$ cat src/mftds_pkg.sv
// Package with constants, types and helpers of the TDS converter.
package mftds_pkg;
  localparam int WindowLengthDefault = 16;
  localparam int CodeW = 16;
  localparam int TempW = 16;
  localparam int ReadW = 24;
  localparam int TdsW = 32;
  localparam int StatusW = 2;
  localparam int CfgIdxW = 2;
  localparam int CfgDataW = 24;

  localparam logic signed [31:0] VoltScale = 32'sd2685356;
  localparam logic signed [63:0] PolyK3 = 64'sd8743813;
  localparam logic signed [63:0] PolyK2 = 64'sd16768041;
  localparam logic signed [63:0] PolyK1 = 64'sd56189911;
  localparam logic signed [15:0] CalSpan = 16'sd11264;

  localparam logic [CfgIdxW-1:0] RegTempCoef = 2'd0;
  localparam logic [CfgIdxW-1:0] RegRefTemp = 2'd1;
  localparam logic [CfgIdxW-1:0] RegStdRead = 2'd2;
  localparam logic [CfgIdxW-1:0] RegDiRead = 2'd3;

  localparam logic [StatusW-1:0] StOk = 2'd0;
  localparam logic [StatusW-1:0] StCalEqual = 2'd1;
  localparam logic [StatusW-1:0] StFactorZero = 2'd2;
  localparam logic [StatusW-1:0] StSaturated = 2'd3;

  typedef struct packed {
    logic                    load;
    logic                    shift;
    logic signed [CodeW-1:0] code;
  } mftds_cell_ctrl_t;
endpackage

$ cat src/mftds_divider.sv
// Signed restoring divider, one quotient bit per cycle, truncating toward zero.
module mftds_divider
  import mftds_pkg::*;
#(
  parameter int Width = 64
) (
  input  logic                    clk_i,
  input  logic                    rst_ni,
  input  logic                    start_i,
  input  logic signed [Width-1:0] num_i,
  input  logic signed [Width-1:0] den_i,
  output logic                    done_o,
  output logic signed [Width-1:0] quo_o
);
  localparam int CntW = $clog2(Width + 1);
  logic [Width-1:0] rem_q, quo_q, den_q;
  logic [CntW-1:0]  cnt_q;
  logic             busy_q, neg_q, done_q;
  logic [Width:0]   trial;
  logic [Width-1:0] rem_sh;

  always_comb begin
    rem_sh = {rem_q[Width-2:0], quo_q[Width-1]};
    trial  = {1'b0, rem_sh} - {1'b0, den_q};
  end

  always_ff @(posedge clk_i or negedge rst_ni) begin
    if (!rst_ni) begin
      busy_q <= 1'b0;
      done_q <= 1'b0;
      cnt_q  <= '0;
      neg_q  <= 1'b0;
      rem_q  <= '0;
      quo_q  <= '0;
      den_q  <= '0;
    end else begin
      done_q <= 1'b0;
      if (start_i) begin
        busy_q <= 1'b1;
        cnt_q  <= CntW'(Width);
        neg_q  <= num_i[Width-1] ^ den_i[Width-1];
        rem_q  <= '0;
        quo_q  <= num_i[Width-1] ? -num_i : num_i;
        den_q  <= den_i[Width-1] ? -den_i : den_i;
      end else if (busy_q) begin
        if (!trial[Width]) begin
          rem_q <= trial[Width-1:0];
          quo_q <= {quo_q[Width-2:0], 1'b1};
        end else begin
          rem_q <= rem_sh;
          quo_q <= {quo_q[Width-2:0], 1'b0};
        end
        cnt_q <= cnt_q - 1'b1;
        if (cnt_q == CntW'(1)) begin
          busy_q <= 1'b0;
          done_q <= 1'b1;
        end
      end
    end
  end

  assign done_o = done_q;
  assign quo_o  = neg_q ? -$signed(quo_q) : $signed(quo_q);
endmodule
$ cat config.mk
export PLATFORM = sky130hd
export DESIGN_NAME = mftds_divider
export DESIGN_NICKNAME = d
export VERILOG_FILES = /design/src/mftds_pkg.sv /design/src/mftds_divider.sv
export SDC_FILE = /design/constraint.sdc
export NUM_CORES = 1
export LEC_CHECK = 0
export ABC_AREA = 1
export CORE_AREA = 2 2 272 274
export DETAILED_ROUTE_END_ITERATION = 10
export DIE_AREA = 0 0 274 276
export DONT_BUFFER_PORTS = 1
export PLACE_DENSITY = 0.46
export SYNTH_ARGS = -nofsm -noshare
export SYNTH_HDL_FRONTEND = slang
export SYNTH_SLANG_ARGS = --single-unit
$ cat constraint.sdc
create_clock -name clk_i -period 3.4 [get_ports clk_i]
set_input_delay 0.17 -clock clk_i [delete_from_list [all_inputs] [get_ports clk_i]]
set_output_delay 0.17 -clock clk_i [all_outputs]
set_load 0.01 [all_outputs]
==> summary.txt, run 1 <==
Clock tree
  – Clk buf depth: 3
  – CTS Sinks: 201
  – Root Buffer: clkbuf_16
  – CTS tree: yes
  – Clock-pin slew on the worst setup and hold paths: 0.06 ns
  – Clk_lat worst skew: 0.59 ns
  – Total CTS buffers: 27
  – Post-CTS Hold Buffers: 132
  – CTS H-Tree Depth: 1

Yosys
  – Leading cell type by number of instances after synthesis: nand2_1
  – Number of synthesized flops with an enable pin: 0
  – Mean Syn Cell Area: 5.66 um^2
  – Synth area leaders: nand2_1 (24%), dfrtp_1 (23%), inv_1 (11%), nor2_1 (7.2%), nand3_1 (6.8%)
  – Synth Cell Area: 21600 um^2
  – Mapped Cells: 3819
  – Ys Warns: 0
  – Ys flop type: dfrtp_1
  – Top cell type's share of synthesized area: 23.5%
  – Yosys reg bits: 201
  – Synth cell types: 48
  – Leading area contributor after synthesis: nand2_1
  – Top post-synthesis cells by count: nand2_1 (1355), inv_1 (646), nor2_1 (416), nand3_1 (294), o21ai_0 (210)
  – Sequential-to-total area share from yosys stat: 23.3%
  – Syn Nets: 4020
  – Ys async rst share: 100%

Power and ir drop
  – Cell leakage power: 13.1 nW
  – Power per cell area: 368 nW/um^2
  – Max VDD drop: 0.000331 V

STA
  – Hold slack: -0.711 ns
  – Final WS setup: 0.220 ns
  – Final Max Tran Viols: 0
  – Final Hold Fails: 201
  – Least-Margin Pin Slew: 0.944 ns
  – Rel. slew slack: 37.0%
  – Final Setup Violations: 0
  – Fmax: 0.314 GHz
  – RSZ-0062 raised after global routing: false
  – TNS Setup: 0 ns
  – Fin crit period: 3.18 ns
  – Tcrit/Tclk final: 93.5%
  – Post-Route Skew: 0.0280 ns

Floorplan
  – Io pins: 196
  – Die area: 75600 um^2
  – Die X: 274 um
  – Rows: 99
  – Core region area: 72600 um^2
  – Die Height: 276 um
  – Initial core utilization: 29.8%

Drt
  – Total number of vias: 24300
  – Drt wl/cell: 19.5 um
  – Routed vias/inst: 4.97
  – Routed WL: 95100 um
  – Pre-antenna DRT Iters: 8
  – Starting DRT DRC Count: 2147
  – Final ANT Viol Nets: 0
  – DRC Markers: 0

Critical path
  – Worst-path fanout max: 5
  – Setup slack, reg-to-reg: 0.58 ns
  – Req. time, crit path: 3.23 ns
  – CP Launch Type: register
  – Worst setup EP type: output port
  – Kind of critical path: reg2out
  – Worst EP arrival: 3.01 ns

Global route
  – Number of global-route vias before repair: 22900
  – Global routing's busiest layer: met1
  – M3 GR Usage: 4.68%
  – Grt total ovfl: 0
  – GRT met2 Usage: 34.2%
  – GRT Util Overall: 24.7%
  – Initial antenna violation count: 5
  – Largest net degree at the start of global routing: 202
  – First-pass GRT wire length: 143000 um
  – M1 GR Usage: 37.7%

Worst hold path
  – Worst hold-check path type: in2async

Place
  – Dpl hpwl: 73700 um
  – PortBufs: 0
  – Pre-CTS setup slack: 0.570 ns
  – Placed Area: 22600 um^2
  – RD Place Congestion: 0.951

Layout
  – Area delta synth->final: 15.4%
  – NumNets Final: 4109
  – Share of post-route cells with drive strength above 1: 3.72%
  – Filler Cells Inserted: 8443
  – Fin util: 34.4%
  – Final instance area: 25000 um^2
  – ANT cells: 0

Run status
  – Failing checks: negative hold slack
  – Status: complete, but fails checks

Job
  – Max-cap violations: 0
worst paths after layout:
| check | start | end | cells past startpoint |
|---|---|---|---|
| setup / recovery | quo_q[0] | quo_o[52] | 11 |
| hold / removal | rst_ni | quo_q[15] | 0 |
| setup reg to reg | quo_q[63] | rem_q[61] | 19 |
| hold reg to reg | den_q[55] | den_q[55] | 2 |
| max in group asynchronous | rst_ni | quo_q[37] | 0 |
| min in group clk_i | den_i[5] | den_q[7] | 4 |
layout make-up:
cell class / count / area [um^2] / area share (%)
well taps: 959 / 1200 / 4.81
inverters: 654 / 2460 / 9.84
clock inverters: 11 / 163 / 0.652
multi-input cells: 2861 / 13700 / 55.0
clock buffers: 35 / 756 / 3.03
repair buffers: 163 / 1630 / 6.53
flip-flops and latches: 201 / 5030 / 20.2
critical path: stages (launching register included):
cell	delay, ns
dfrtp_1	0.45
inv_2	0.13
ha_1	0.22
nand3_1	0.18
nor2_4	0.23
nand2_2	0.11
nor2_1	0.19
nand4_1	0.11
nand2_1	0.13
o211ai_1	0.22
xor2_1	0.30
buf_4	0.17
layout by cell type, fill, tap and decap left out, drive strengths merged, types with 34 or more instances in the layout:
cell type	netlist	final
nand3	298	298
dlygate4sd3	0	129
ha	69	69
nand4	80	80
inv	651	651
nand2	1368	1368
dfrtp	201	201
clkbuf	64	35
buf	39	34
xor2	121	121
o21ai	244	244
nor2	429	429
a21oi	71	71
nor3	38	38
nand3b	50	50
routing by layer:
layer / routed length (um) / vias to the layer above / part of all wire (%)
li1: - / 12100 / -
met4: 3390 / 4 / 3.6
met2: 37300 / 859 / 39
met5: 27 / - / 0.028
met3: 7560 / 153 / 7.9
met1: 46900 / 11200 / 49
state kept, by name, indices dropped and copies added (netlist names):
signal and count:
neg_q 1, cnt_q 7, rem_q 63, done_o 1, busy_q 1, quo_q 64
den_q 64
repair_timing:
action                                 CTS  global route
setup endpoints to repair                0             9
endpoints found under the hold margin  334           201
resized for setup                        0             7
buffers inserted                         0             1
per-stage QoR:
step / std cells / power (mW)
global route: 4884 / 9.69
floorplan: 3819 / 4.92
detailed placement: 4705 / 5.87
global placement: 4705 / 5.89
finish: 4884 / 9.18
CTS: 4883 / 9.19
kinds of logic (layout without fill, tap and decap cells):
kind of cell / after synthesis / in the layout / share of synthesized area [%]
AND/OR/NAND/NOR: 2291 / 2291 / 44.5
buffers and inverters: 757 / 863 / 13.5
AO/OA/AOI/OAI: 353 / 353 / 8.66
flip-flops: 201 / 201 / 23.3
XOR/XNOR: 147 / 147 / 5.95
adder cells (fa/ha/maj): 70 / 70 / 4.08
where the power goes:
part | total, mW | leakage, nW | switching [mW] | internal [mW]
Combinational | 3.16 | 10.1 | 2.20 | 0.962
Sequential | 2.93 | 2.50 | 0.249 | 2.68
Clock | 3.09 | 0.457 | 1.23 | 1.85
Total | 9.18 | 13.1 | 3.68 | 5.49
Power figures use the tool's default switching activity.
==> run 2: changes to the inputs <==
--- a/config.mk
+++ b/config.mk
@@ -5,10 +5,9 @@
 export SDC_FILE = /design/constraint.sdc
 export NUM_CORES = 1
 export LEC_CHECK = 0
-export ABC_AREA = 1
-export CORE_AREA = 2 2 272 274
+export CORE_AREA = 2 2 238 240
 export DETAILED_ROUTE_END_ITERATION = 10
-export DIE_AREA = 0 0 274 276
+export DIE_AREA = 0 0 240 242
 export DONT_BUFFER_PORTS = 1
 export PLACE_DENSITY = 0.46
 export SYNTH_ARGS = -nofsm -noshare
==> run 2 against run 1 <==
Against the previous run:
- the flow finishes with violations (negative hold slack, negative setup slack)
- final area decreased by 8.5%
- sequential power is 4% higher
- sequential share of layout area increased by 1.9 points
- clock power is 7.1% lower
- critical path depth decreased by 1
- fmax decreased by 23%
- utilization increased by 6.6 points
- cell count down 36%
==> summary.txt, run 2 <==
Critical path
  – R2r startpoint: quo_q[63]
  – Critical-path cell list: or4_4, nor4_4, nand3b_1, or2_4, or3_4, or3_4, or3_4, or3_4, o31ai_4, xnor2_2
  – CP Launch Type: register
  – CP max stage cell: or4_4
  – Crit-path most repeated cell: or3_4
  – Worst r2r path cells: 17 (-2)
  – Setup slack, reg-to-reg: -0.02 ns (-0.60 ns)
  – Worst EP arrival: 3.95 ns (+0.94 ns)
  – Kind of critical path: reg2out
  – Req. time, crit path: 3.23 ns (about the same)
  – Worst setup EP type: output port
  – Critical register-to-register path endpoint: quo_q[0]
  – Slowest stage delay, CP: 0.55 ns (+0.10 ns)
  – CP bufs+invs: 0 (-2)
  – Worst-path fanout max: 2 (-3)
  – Delay-heaviest family, CP: simple AND/OR/NAND/NOR gates

Clock tree
  – Clock-pin slew on the worst setup and hold paths: 0.06 ns (about the same)
  – Total CTS buffers: 27 (unchanged)
  – Root Buffer: clkbuf_16
  – Clk_lat worst skew: 0.57 ns (-0.02 ns)
  – CTS H-Tree Depth: 1 (unchanged)
  – Post-CTS Hold Buffers: 168 (+27%)
  – CTS Sinks: 201 (unchanged)
  – CTS tree: yes
  – Clk buf depth: 3 (unchanged)

Drt
  – DRC Markers: 0 (unchanged)
  – Pre-antenna DRT Iters: 5 (-3)
  – Routed vias/inst: 5.27 (+5.9%)
  – Drt wl/cell: 19.0 um (-2.2%)
  – Starting DRT DRC Count: 916 (-57%)
  – Routed WL: 59600 um (-37%)
  – Final ANT Viol Nets: 0 (unchanged)
  – Total number of vias: 16500 (-32%)

STA
  – Least-Margin Pin Slew: 1.04 ns (+0.0976 ns)
  – Rel. slew slack: 30.6% (-6.4 points)
  – Fin crit period: 4.12 ns (+0.944 ns)
  – Final Max Tran Viols: 0 (unchanged)
  – Hold slack: -0.694 ns (+0.0170 ns)
  – Tcrit/Tclk final: 121% (+28 points)
  – Fmax: 0.242 GHz (-23%)
  – Final Hold Fails: 201 (unchanged)
  – Post-Route Skew: 0.0302 ns (+0.00222 ns)
  – Final WS setup: -0.725 ns (-0.944 ns)
  – Final Setup Violations: 35 (+35)
  – RSZ-0062 raised after global routing: true

Floorplan
  – Io pins: 196 (unchanged)
  – Die X: 240 um (-12%)
  – Initial core utilization: 29.7% (-0.092 points)
  – Core region area: 55700 um^2 (-23%)
  – Die area: 58100 um^2 (-23%)
  – Die Height: 242 um (-12%)
  – Rows: 87 (-12%)

Global route
  – Grt total ovfl: 0 (unchanged)
  – First-pass GRT wire length: 90900 um (-36%)
  – Initial antenna violation count: 1 (-4)
  – GRT Util Overall: 19.3% (-5.4 points)
  – Number of global-route vias before repair: 16100 (-29%)
  – Largest net degree at the start of global routing: 202 (unchanged)

Yosys
  – Synth area leaders: dfrtp_1 (30%), xnor2_1 (7.2%), nand2_1 (6.5%), xor2_1 (5.7%), ha_1 (5.2%)
  – Sequential-to-total area share from yosys stat: 30.4% (+7.1 points)
  – Ys flop type: dfrtp_1
  – Mean Syn Cell Area: 8.01 um^2 (+41%)
  – Yosys reg bits: 201 (unchanged)
  – Leading area contributor after synthesis: dfrtp_1
  – Number of synthesized flops with an enable pin: 0 (unchanged)
  – Synth Cell Area: 16600 um^2 (-23%)
  – Leading cell type by number of instances after synthesis: nand2_1
  – Synth cell types: 74 (+54%)
  – Syn Nets: 2269 (-44%)
  – Ys async rst share: 100% (unchanged)
  – Ys Warns: 0 (unchanged)
  – Mapped Cells: 2068 (-46%)
  – Top cell type's share of synthesized area: 30.4% (+6.9 points)
  – Top post-synthesis cells by count: nand2_1 (286), dfrtp_1 (201), nor2_1 (162), o21ai_0 (154), a21oi_1 (143)

Layout
  – Finished Layout Cells: 3131 (-36%)
  – Most common cell after layout, fill and taps aside: nand2_1
  – Filler Cells Inserted: 5752 (-32%)
  – NumNets Final: 2555 (-38%)
  – ANT cells: 0 (unchanged)
  – Biggest regs: den_q x64, quo_q x64, rem_q x63
  – Most frequent cells in the layout: nand2_1 (252), dfrtp_1 (197), buf_4 (171), dlygate4sd3_1 (166), nor2_1 (160)
  – Area delta synth->final: 37.8%
  – Share of post-route cells with drive strength above 1: 20.0% (+16 points)
  – Area of the multi-input gates: 12000 um^2 (-12%)
  – Seq. cell area: 5040 um^2 (+0.15%)

Place
  – RD Place Congestion: 0.903 (-5.1%)
  – PortBufs: 0 (unchanged)
  – Placed Cells: 2868 (-39%)
  – Dpl hpwl: 39200 um (-47%)
  – Pre-CTS setup slack: -0.202 ns (-0.772 ns)

Job
  – Max-cap violations: 0 (unchanged)

Worst hold path
  – Worst hold-check path type: in2async

Power and ir drop
  – Cell leakage power: 9.99 nW (-24%)
  – Power per cell area: 394 nW/um^2 (+7.2%)
  – Max VDD drop: 0.000308 V (-7.0%)
  – Design Power: 8.99 mW (-2.0%)

Run status
  – Failing checks: negative hold slack, negative setup slack
  – Status: complete, but fails checks
run 2: logic make-up (layout without fill, tap and decap cells):
group           count (synthesis)  after routing  synth area share [%]
compound gates                585            585                  22.9
xor+xnor                      244            244                  12.9
fa+ha+maj                      70             70                  5.34
buf+inv                       211            518                  4.85
flops                         201            201                  30.4
mux                            65             65                  3.95
simple gates                  692            692                  19.7
run 2: per-stage QoR:
step / setup TNS [ns] / instance area [um^2] / utilization [%]
after floorplan: -0.0800 / 16600 / -
after global placement: -0.782 / 18400 / 32.9
after detailed placement: -1.46 / 18400 / 32.9
after CTS: -13.14 / 21500 / 38.7
after global routing: -17.84 / 22800 / 40.9
final: -12.44 / 22800 / 40.9
run 2: timing repair:
item,4_1_cts,5_1_grt
gates cloned,2,6
setup buffers,10,32
hold endpoints to repair,396,201
endpoints found under the setup margin,76,106
resized for setup,98,180
pin swaps,27,81
run 2: power by group:
group | switching [mW] | leakage, nW | internal, mW
sequential | 0.374 | 2.49 | 2.68
combinational | 1.59 | 7.07 | 1.48
clock | 1.20 | 0.436 | 1.67
total | 3.17 | 9.99 | 5.83
run 2: worst max path at each step:
stage,end,slack [ns],start,depth (start not counted)
floorplan,quo_o[60],-0.08,quo_q[4],9
global placement,quo_o[60],-0.16,quo_q[15],10
detailed placement,quo_o[60],-0.20,quo_q[15],10
CTS,quo_o[60],-0.77,quo_q[15],10
global route,quo_o[60],-0.86,quo_q[15],10
finish,quo_o[60],-0.72,quo_q[15],10
run 2: cell type report:
type                            instances  area share [%]
Clock buffer                           31            3.16
Clock inverter                         19           0.713
Inverter                               92            1.51
Multi-Input combinational cell       1656            52.7
Sequential cell                       201            22.1
Tap cell                              756            4.14
Timing Repair Buffer                  376            15.7
run 2: layer usage:
metal	global-route usage (%)	up-vias	part of all wire (%)
met5	0	-	0.025
met4	3.62	2	1.6
met3	3.53	50	6.3
met2	32.1	392	47
met1	26.2	8057	45
li1	-	7995	-
