### src/mftds_pkg.sv
// Package with constants, types and helpers of the TDS converter.
package mftds_pkg;
  localparam int WindowLengthDefault = 16;
  localparam int CodeW = 16;
  localparam int TempW = 16;
  localparam int ReadW = 24;
  localparam int TdsW = 32;
  localparam int StatusW = 2;
  localparam int CfgIdxW = 2;
  localparam int CfgDataW = 24;

  localparam logic signed [31:0] VoltScale = 32'sd2685356;
  localparam logic signed [63:0] PolyK3 = 64'sd8743813;
  localparam logic signed [63:0] PolyK2 = 64'sd16768041;
  localparam logic signed [63:0] PolyK1 = 64'sd56189911;
  localparam logic signed [15:0] CalSpan = 16'sd11264;

  localparam logic [CfgIdxW-1:0] RegTempCoef = 2'd0;
  localparam logic [CfgIdxW-1:0] RegRefTemp = 2'd1;
  localparam logic [CfgIdxW-1:0] RegStdRead = 2'd2;
  localparam logic [CfgIdxW-1:0] RegDiRead = 2'd3;

  localparam logic [StatusW-1:0] StOk = 2'd0;
  localparam logic [StatusW-1:0] StCalEqual = 2'd1;
  localparam logic [StatusW-1:0] StFactorZero = 2'd2;
  localparam logic [StatusW-1:0] StSaturated = 2'd3;

  typedef struct packed {
    logic                    load;
    logic                    shift;
    logic signed [CodeW-1:0] code;
  } mftds_cell_ctrl_t;
endpackage

### src/mftds_cell.sv
// One cell of the sorting chain: holds a code, compares and swaps with its neighbor.
module mftds_cell
  import mftds_pkg::*;
(
  input  logic                    clk_i,
  input  logic                    rst_ni,
  input  mftds_cell_ctrl_t        ctrl_i,
  input  logic                    odd_phase_i,
  input  logic                    cell_odd_i,
  input  logic signed [CodeW-1:0] init_i,
  input  logic signed [CodeW-1:0] left_i,
  input  logic signed [CodeW-1:0] right_i,
  input  logic                    has_left_i,
  input  logic                    has_right_i,
  output logic signed [CodeW-1:0] value_o
);
  logic signed [CodeW-1:0] value_d, value_q;
  logic                    pair_right, pair_left;

  always_comb begin
    pair_right = (cell_odd_i == odd_phase_i) && has_right_i;
    pair_left  = (cell_odd_i != odd_phase_i) && has_left_i;
    value_d = value_q;
    if (ctrl_i.load) begin
      value_d = init_i;
    end else if (ctrl_i.shift) begin
      if (pair_right && right_i < value_q) begin
        value_d = right_i;
      end else if (pair_left && left_i > value_q) begin
        value_d = left_i;
      end
    end
  end

  always_ff @(posedge clk_i or negedge rst_ni) begin
    if (!rst_ni) begin
      value_q <= '0;
    end else begin
      value_q <= value_d;
    end
  end

  assign value_o = value_q;
endmodule

### config.mk
export PLATFORM = sky130hd
export DESIGN_NAME = mftds_cell
export DESIGN_NICKNAME = d
export VERILOG_FILES = /design/src/mftds_pkg.sv /design/src/mftds_cell.sv
export SDC_FILE = /design/constraint.sdc
export NUM_CORES = 1
export LEC_CHECK = 0
export BUFFER_PORTS_ARGS = -buffer_cell sky130_fd_sc_hd__buf_2
export CAP_MARGIN = 5
export CORE_ASPECT_RATIO = 1.25
export CORE_MARGIN = 4
export CORE_UTILIZATION = 50
export CTS_CLUSTER_DIAMETER = 80
export DETAILED_ROUTE_END_ITERATION = 7
export MAX_ROUTING_LAYER = met4
export PLACE_DENSITY = 0.86
export SLEW_MARGIN = 15
export SYNTH_ARGS = -nofsm -noshare
export SYNTH_HDL_FRONTEND = slang
export SYNTH_SLANG_ARGS = --single-unit
### constraint.sdc
create_clock -name clk_i -period 4 [get_ports clk_i]
set_clock_uncertainty 0.05 [all_clocks]
set_input_delay 0.2 -clock clk_i [delete_from_list [all_inputs] [get_ports clk_i]]
set_output_delay 0.2 -clock clk_i [all_outputs]
set_load 0.02 [all_outputs]
==> results.cfg, run 1 <==
[power]
peakVddDrop_mv = 0.284
p_leak_nw = 1.18
p_per_area_nw_per_um2 = 455

[sta]
rsz0062_at_grt = false
fin_crit_ns = 3.14
setup_viol = 0
tightest_slew_ns = 1.08
hold_ws_ns = 0.209
slew_violations = 0
fin_setup_tns_ns = 0
max_slew_margin_pct = 27.7
timing.final.ws_setup_ns = 0.856
timing.final.crit_share_pct = 78.6
fmax_ghz = 0.318
hold_violations = 0

[critical_path]
start_kind = flop
reg2reg_depth = 8
worstSetupPathType = flop to flop
critPathRequiredTime_ns = 4.09
path_buf_inv = 1
critPathCaptureType = flop
cp_slowest_cell = o31a_1
worst-path-stages = 8
path_max_fanout = 16
cp_cell_sequence = inv_1 -> ha_1 -> nand4_1 -> nor4_1 -> o32ai_2 -> a31oi_1 -> o31a_1 -> mux2_2
crit_family = compound AO/OA/AOI/OAI gates
arrival_ns = 3.24
cpPeakStageDelay_ns = 0.89

[yosys]
synthAdderAreaFrac_pct = 22.1
synth_xor_area_share_pct = 0.499
synth-simple-area-share_pct = 16.3
synthFlopType = dfrtp_1
synth_compound_area_share_pct = 22.5
muxShareOfSynthArea_pct = 9.20
synth_cell_types = 34
yosysMostFrequentCell = nand2_1
syn_area_sq_um = 1750
syn_inst = 207
ys_warn_count = 0
ys_top_cells_by_area = dfrtp_1 (23%), ha_1 (22%), mux2i_1 (8.6%)
synth_common_cells = nand2_1 (35), ha_1 (31), inv_1 (18)
async_flop_share_pct = 100
avgSynthCellArea_sq_um = 8.47
synth_top_area_share_pct = 22.8
synth_top_area_cell = dfrtp_1
synth_top_family_by_area = compound AO/OA/AOI/OAI gates
synth_fp_nets = 310
synth-edff-count = 0
ys_seq_area_share_pct = 22.8
ys_seq_elements = 16

[clock_tree]
htree_levels = 1
cts-root-buf = clkbuf_8
postCtsSetupRepairBufs = 0
clk_latency_ns = 0.25
cts_buffer_depth = 2
cts_tree = yes
clk_pin_slew_ns = 0.07
numCtsBuffers = 3
clock_sinks = 16

[place]
dp_hpwl_um = 3700
place_ws_ns = 0.991
portBuffers = 71
place.gp.congestion = 0.858
place_inst = 306

[finish]
finalNonFillerCells = 311
diodes = 0
drive_gt1_share_pct = 28.8
fin_nets = 378
largest_reg_flops = 16
area_growth_pct = 24.1

[route]
drc = 0
routedWlPerCell_um = 15.8
first_pass_iters = 4
finalWirelength_um = 4910
via_per_inst = 6.00
vias = 1866
ant_nets = 0
drt_iter0_drc = 72

[global_routing]
grtUsageTotal_pct = 23.5
grt_max_degree = 36
grt-ovfl-total = 0
antenna_found_initial = 0
grt_pass1_vias = 1894
grt_pass1_wl_um = 7940

[run]
maxCapViolCount = 0

[min_path]
min_path_cells = 3
hold_class = primary input to flop

[die]
dieHeight_um = 74.2
start_util_pct = 53.5
ios = 88
rows = 23
die-area_sq_um = 4530
design.core.area_sq_um = 3280
fp.dieW_um = 61.0

[run_status]
status = complete, no violations
report_power, final:
| group | total [mW] | switching (mW) | internal [mW] |
|---|---|---|---|
| Sequential | 0.242 | 0.0281 | 0.214 |
| Clock | 0.150 | 0.0628 | 0.0875 |
| Combinational | 0.597 | 0.353 | 0.244 |
cells by family (layout without fill, tap and decap cells):
group,after synthesis,after routing
simple gates,59,59
compound gates,57,57
fa+ha+maj,31,31
buf+inv,27,94
mux,16,16
flops,16,16
xor+xnor,1,1
final cells by class:
class,count,area [sq um]
multi-input cells,164,1240
fillers,300,1100
flip-flops and latches,16,400
repair buffers,72,365
inverters,18,67.6
clock buffers,4,55.1
well taps,37,46.3
per-stage QoR:
step | cell area, sq um | util [%] | power, mW
3_3_place_gp | 2110 | 64.3 | 0.811
4_1_cts | 2170 | 66.3 | 0.989
3_5_place_dp | 2110 | 64.3 | 0.832
2_1_floorplan | 1750 | - | 0.655
6_report | 2180 | 66.4 | 0.990
5_1_grt | 2180 | 66.4 | 1.07
layout by cell type (no fill, tap or decap):
cell / Yosys / routed
o32ai_2: 1 / 1
o31a_1: 1 / 1
inv_1: 18 / 18
nand2_1: 35 / 35
nand3_1: 2 / 2
and3_1: 2 / 2
nor3b_4: 1 / 1
nor2_1: 5 / 4
nand2b_1: 2 / 2
o31ai_1: 1 / 1
mux2_2: 1 / 1
and4_1: 2 / 2
a2111o_1: 1 / 1
a211o_1: 1 / 1
xnor2_1: 1 / 1
a21o_1: 3 / 3
buf_2: 1 / 71
and3b_1: 1 / 1
dlygate4sd3_1: 0 / 1
o21ai_0: 17 / 17
ha_1: 31 / 31
nand4_1: 5 / 5
nor2_2: 0 / 1
o21a_1: 1 / 1
nor2b_1: 3 / 3
clkbuf_8: 0 / 4
a221oi_1: 15 / 15
a2111oi_0: 1 / 1
dfrtp_1: 16 / 16
a31oi_1: 2 / 2
mux2i_1: 15 / 15
a221o_1: 1 / 1
nor4_1: 1 / 1
o211ai_1: 2 / 2
a21oi_1: 10 / 10
timing repair:
| item | 4_1_cts | 5_1_grt |
|---|---|---|
| endpoints found under the setup margin | 0 | 0 |
| hold buffers | 1 | 0 |
| resized for setup | 0 | 0 |
| endpoints found under the hold margin | 16 | 0 |
path summary, 6_finish.rpt:
path,startpoint,end,slack [ns]
setup / recovery,value_o[11],value_o[0],0.86
hold / removal,right_i[8],value_o[8],0.21
setup reg to reg,value_o[11],value_o[0],0.86
hold reg to reg,value_o[13],value_o[13],0.53
max in group asynchronous,rst_ni,value_o[13],3.20
min in group asynchronous,rst_ni,value_o[4],0.41
metal layers:
metal  wire length [um]  up-vias  track usage [%]  share of wire (%)
li1                   -      903                -                  -
met1               1970      879             26.1                 40
met2               2510       71             41.5                 51
met3                322       13             3.13                6.6
met4                110        0             9.40                2.2
met5                  0        -                -                  0
worst register-to-register path, delay by kind of cell, from the launching register on:
kind,cells,cell delay (ns)
adder cells (fa/ha/maj),1,0.30
AND/OR/NAND/NOR,2,0.56
buffers and inverters,1,0.08
flip-flops,1,0.37
multiplexers,1,0.42
AO/OA/AOI/OAI,3,1.24
(Power assumes the default switching activity.)
==> run 2: changes to the inputs <==
--- a/config.mk
+++ b/config.mk
@@ -9,11 +9,11 @@
 export CAP_MARGIN = 5
 export CORE_ASPECT_RATIO = 1.25
 export CORE_MARGIN = 4
-export CORE_UTILIZATION = 50
+export CORE_UTILIZATION = 46
 export CTS_CLUSTER_DIAMETER = 80
 export DETAILED_ROUTE_END_ITERATION = 7
 export MAX_ROUTING_LAYER = met4
-export PLACE_DENSITY = 0.86
+export PLACE_DENSITY = 0.8
 export SLEW_MARGIN = 15
 export SYNTH_ARGS = -nofsm -noshare
 export SYNTH_HDL_FRONTEND = slang
==> constraint.sdc (replaced) <==
create_clock -name clk_i -period 3.1 [get_ports clk_i]
set_clock_uncertainty 0.05 [all_clocks]
set_input_delay 0.155 -clock clk_i [delete_from_list [all_inputs] [get_ports clk_i]]
set_output_delay 0.155 -clock clk_i [all_outputs]
set_load 0.02 [all_outputs]
==> run 2 against run 1 <==
First-iteration DRC count grew 5.6%. Sequential share of layout area fell by 0.43 points. Combinational power is 32% higher. Sequential power up 28%. Final area is 2.4% higher. Count of clock-buffer cells in the layout did not move. Largest power group unchanged.
==> results.cfg, run 2 (same netlist as run 1, synthesis figures left out) <==
[critical_path]
critPathRequiredTime_ns = 3.25
endpoint = value_o[0]
crit_start = value_o[13]
arrival_ns = 2.98
critPathCaptureType = flop
r2r_slack_ns = 0.27
reg2reg_depth = 10
start_kind = flop
worstSetupPathType = flop to flop
path_max_fanout = 12
regToRegEndpoint = value_o[0]
worstReg2RegStart = value_o[13]

[route]
routedWlPerCell_um = 15.3
finalWirelength_um = 4870
vias = 1818
first_pass_iters = 4
ant_nets = 0
drc = 0
drt_iter0_drc = 76
via_per_inst = 5.72

[global_routing]
grt_pass1_wl_um = 8340
grtUsageTotal_pct = 21.3
grt_pass1_vias = 1868
antenna_found_initial = 0
grt-ovfl-total = 0
grt_max_degree = 36

[finish]
final_cell_mix = buf_2 (71), nand2_1 (35), ha_1 (31)
finalNonFillerCells = 318
layout_commonest_cell = buf_2
fin_nets = 383
drive_gt1_share_pct = 30.1
fin_area_sq_um = 2230
area_growth_pct = 27.1
largest_reg_flops = 16
n_fill_cell = 324
diodes = 0

[clock_tree]
cts_tree = yes
clock_sinks = 16
clk_pin_slew_ns = 0.07
postCtsSetupRepairBufs = 0
cts_buffer_depth = 2
clk_latency_ns = 0.26
cts-root-buf = clkbuf_8
numCtsBuffers = 3
htree_levels = 1

[sta]
tightest_slew_ns = 0.610
fin_setup_tns_ns = 0
setup_viol = 0
fmax_ghz = 0.354
hold_violations = 0
timing.final.ws_setup_ns = 0.273
fin_crit_ns = 2.83
max_slew_margin_pct = 59.4
timing.final.crit_share_pct = 91.2
slew_violations = 0
rsz0062_at_grt = false

[power]
p_clk_share_pct = 15.3
p_leak_nw = 1.21
peakVddDrop_mv = 0.269
p_seq_share_pct = 23.9
cell_internal_pwr_mw = 0.719
p_sw_mw = 0.577
p_comb_share_pct = 60.8
p_sw_share_pct = 44.5
p_per_area_nw_per_um2 = 581

[place]
place_inst = 313
portBuffers = 71
dp_hpwl_um = 3800
place_area_sq_um = 2160
place.gp.congestion = 0.829
place_ws_ns = 0.267

[die]
rows = 24
design.core.area_sq_um = 3570
dieHeight_um = 77.0
start_util_pct = 49.1
ios = 88
die-area_sq_um = 4870
fp.dieW_um = 63.2

[min_path]
min_from = right_i[3]
hold_class = primary input to flop

[run]
maxCapViolCount = 0

[run_status]
status = complete, no violations
==> run 2: per-stage QoR <==
stage               hold WS [ns]  total power, mW  util [%]
global placement          0.0459             1.07      60.5
floorplan                 -0.191            0.845         -
global route               0.175             1.41      62.4
CTS                        0.162             1.30      62.3
finish                     0.156             1.30      62.4
detailed placement        0.0530             1.09      60.5
==> run 2: area by class of cell <==
type                       count  area [sq um]  share of cell area [%]
tap                           39          48.8                    2.19
timing repair buffer          77           415                    18.6
multi-input combinational    164          1240                    55.7
inverter                      18          67.6                    3.03
clock buffer                   4          55.1                    2.47
sequential                    16           400                    18.0
==> run 2: per-layer routing <==
metal / track usage [%] / vias up / part of all wire (%)
met4: 7.78 / 0 / 2.1
met3: 2.78 / 9 / 6.6
met1: 26.3 / 823 / 44
met5: - / - / 0
li1: - / 915 / -
met2: 35.4 / 71 / 48
==> run 2: how the worst min path moves through the flow <==
stage                       endpoint  slack [ns]  cells after the start
after CTS                 value_o[3]        0.16                      3
final                     value_o[3]        0.16                      3
after detailed placement  value_o[2]        0.05                      1
after global placement    value_o[3]        0.05                      1
after floorplan           value_o[0]       -0.19                      0
after global routing      value_o[6]        0.18                      3
==> run 2: power by group through the flow <==
| stage | sequential (mW) | combinational, mW | clock [mW] |
|---|---|---|---|
| floorplan | 0.401 | 0.444 | 0 |
| global placement | 0.313 | 0.756 | 0 |
| detailed placement | 0.314 | 0.773 | 0 |
| CTS | 0.310 | 0.788 | 0.198 |
| global route | 0.319 | 0.888 | 0.207 |
| finish | 0.310 | 0.788 | 0.198 |
==> run 2: what timing repair did <==
item | CTS | global route
endpoints found under the setup margin | 0 | 1
hold buffers | 1 | 0
endpoints found under the hold margin | 16 | 0
resized for setup | 0 | 1
==> run 2: worst max-delay path, cell delays in order (launching register included) <==
cell and delay [ns]:
dfrtp_1 0.38, inv_1 0.09, ha_1 0.26, a21o_1 0.20, a211o_1 0.31, a2111o_1 0.30, o32ai_2 0.30, nor3b_4 0.41
buf_12 0.19, a221o_1 0.13, mux2_2 0.14
==> run 3: changes to the inputs <==
--- a/config.mk
+++ b/config.mk
@@ -7,13 +7,15 @@
 export LEC_CHECK = 0
 export BUFFER_PORTS_ARGS = -buffer_cell sky130_fd_sc_hd__buf_2
 export CAP_MARGIN = 5
+export CELL_PAD_IN_SITES_DETAIL_PLACEMENT = 0
+export CELL_PAD_IN_SITES_GLOBAL_PLACEMENT = 1
 export CORE_ASPECT_RATIO = 1.25
 export CORE_MARGIN = 4
-export CORE_UTILIZATION = 46
+export CORE_UTILIZATION = 33
 export CTS_CLUSTER_DIAMETER = 80
 export DETAILED_ROUTE_END_ITERATION = 7
 export MAX_ROUTING_LAYER = met4
-export PLACE_DENSITY = 0.8
+export PLACE_DENSITY_LB_ADDON = 0.1
 export SLEW_MARGIN = 15
 export SYNTH_ARGS = -nofsm -noshare
 export SYNTH_HDL_FRONTEND = slang
==> run 3 against run 2 <==
Count of clock-buffer cells in the layout did not move. Utilization fell by 18 points. Critical endpoint is now value_o[9]. Final cell count is 7.5% higher. Worst setup slack better by 0.028 ns. Highest routed layer unchanged.
==> results.cfg, run 3 (same netlist as run 1, synthesis figures left out) <==
[critical_path]
reg2reg_depth = 10
path_buf_inv = 2
path_max_fanout = 8
critPathCaptureType = flop
worstSetupPathType = flop to flop
critPathRequiredTime_ns = 3.19
cp_slowest_cell = dfrtp_1
cp_cell_sequence = inv_1 -> ha_1 -> a21o_1 -> a211o_1 -> a2111o_1 -> o32ai_2 -> nor2_1 -> buf_4 -> a221oi_1 -> mux2i_1
worst-path-stages = 10
start_kind = flop
arrival_ns = 2.89
crit_family = compound AO/OA/AOI/OAI gates
cpPeakStageDelay_ns = 0.38

[run_status]
status = complete, no violations

[sta]
max_slew_margin_pct = 58.9
rsz0062_at_grt = false
timing.final.crit_share_pct = 90.3
timing.final.ws_setup_ns = 0.301
hold_violations = 0
tightest_slew_ns = 0.617
setup_viol = 0
fmax_ghz = 0.357
slew_violations = 0
fin_crit_ns = 2.80
fin_setup_tns_ns = 0

[clock_tree]
clk_latency_ns = 0.26
postCtsSetupRepairBufs = 0
cts_buffer_depth = 2
clk_pin_slew_ns = 0.07
cts_tree = yes
numCtsBuffers = 3
clock_sinks = 16
htree_levels = 1
cts-root-buf = clkbuf_8

[die]
design.core.area_sq_um = 5120
fp.dieW_um = 73.2
start_util_pct = 34.3
die-area_sq_um = 6550
ios = 88
dieHeight_um = 89.5
rows = 29

[route]
finalWirelength_um = 5200
drt_iter0_drc = 52
vias = 1776
first_pass_iters = 4
ant_nets = 0
via_per_inst = 5.19
routedWlPerCell_um = 15.2
drc = 0

[place]
place_inst = 337
place.gp.congestion = 0.753
place_ws_ns = 0.277
dp_hpwl_um = 4080
portBuffers = 71

[power]
peakVddDrop_mv = 0.254
p_leak_nw = 1.21
p_per_area_nw_per_um2 = 575

[min_path]
min_path_cells = 3
hold_class = primary input to flop

[finish]
largest_reg_flops = 16
area_growth_pct = 28.3
finalNonFillerCells = 342
layout_commonest_cell = buf_2
final_cell_mix = buf_2 (71), nand2_1 (35), ha_1 (31)
diodes = 0
fin_nets = 384
n_fill_cell = 532
drive_gt1_share_pct = 30.0

[global_routing]
antenna_found_initial = 0
grt_pass1_vias = 1740
grt-ovfl-total = 0
grt_max_degree = 36
grtUsageTotal_pct = 16.7
grt_pass1_wl_um = 8250

[run]
maxCapViolCount = 0
[run 3: what timing repair did]
action	CTS	global route
hold buffers	1	0
hold endpoints to repair	16	0
gates resized for setup	0	0
[run 3: stage by stage]
step,util [%],hold slack [ns],area [sq um],power (mW)
2_1_floorplan,-,-0.191,1750,0.845
3_3_place_gp,42.7,0.0698,2190,1.10
3_5_place_dp,42.7,0.0725,2190,1.10
4_1_cts,44.0,0.163,2250,1.31
5_1_grt,44.0,0.164,2250,1.42
6_report,44.0,0.166,2250,1.29
[run 3: final cells by class]
type	instances	area, sq um	area share [%]
Inverter	18	67.6	3.00
Clock buffer	4	55.1	2.45
Tap cell	62	77.6	3.45
Multi-Input combinational cell	164	1240	55.1
Timing Repair Buffer	78	410	18.2
Sequential cell	16	400	17.8
[run 3: worst register-to-register path, stage by stage (launching register included)]
cell and delay (ns):
dfrtp_1 0.38, inv_1 0.10, ha_1 0.25, a21o_1 0.18, a211o_1 0.31, a2111o_1 0.30, o32ai_2 0.29, nor2_1 0.19
buf_4 0.24, a221oi_1 0.30, mux2i_1 0.10
[run 3: layer usage]
metal	part of all wire [%]	vias to the layer above	wire length (um)	track usage, %
li1	-	913	-	-
met1	47	810	2440	21.6
met2	46	49	2410	27.3
met3	5.8	4	302	2.25
met4	0.81	0	42	4.03
met5	0	-	0	-
[run 3: where the power goes]
part           internal, mW  switching (mW)  total (mW)
clock                 0.113          0.0852       0.198
sequential            0.276          0.0351       0.311
combinational         0.329           0.455       0.784
[run 3: worst paths after layout]
kind / start / to / slack (ns)
max reg2reg: value_o[13] / value_o[9] / 0.30
max in group asynchronous: rst_ni / value_o[9] / 2.39
min in group asynchronous: rst_ni / value_o[3] / 0.31
min reg2reg: value_o[10] / value_o[10] / 0.53
min: right_i[9] / value_o[9] / 0.17
max: value_o[13] / value_o[9] / 0.30
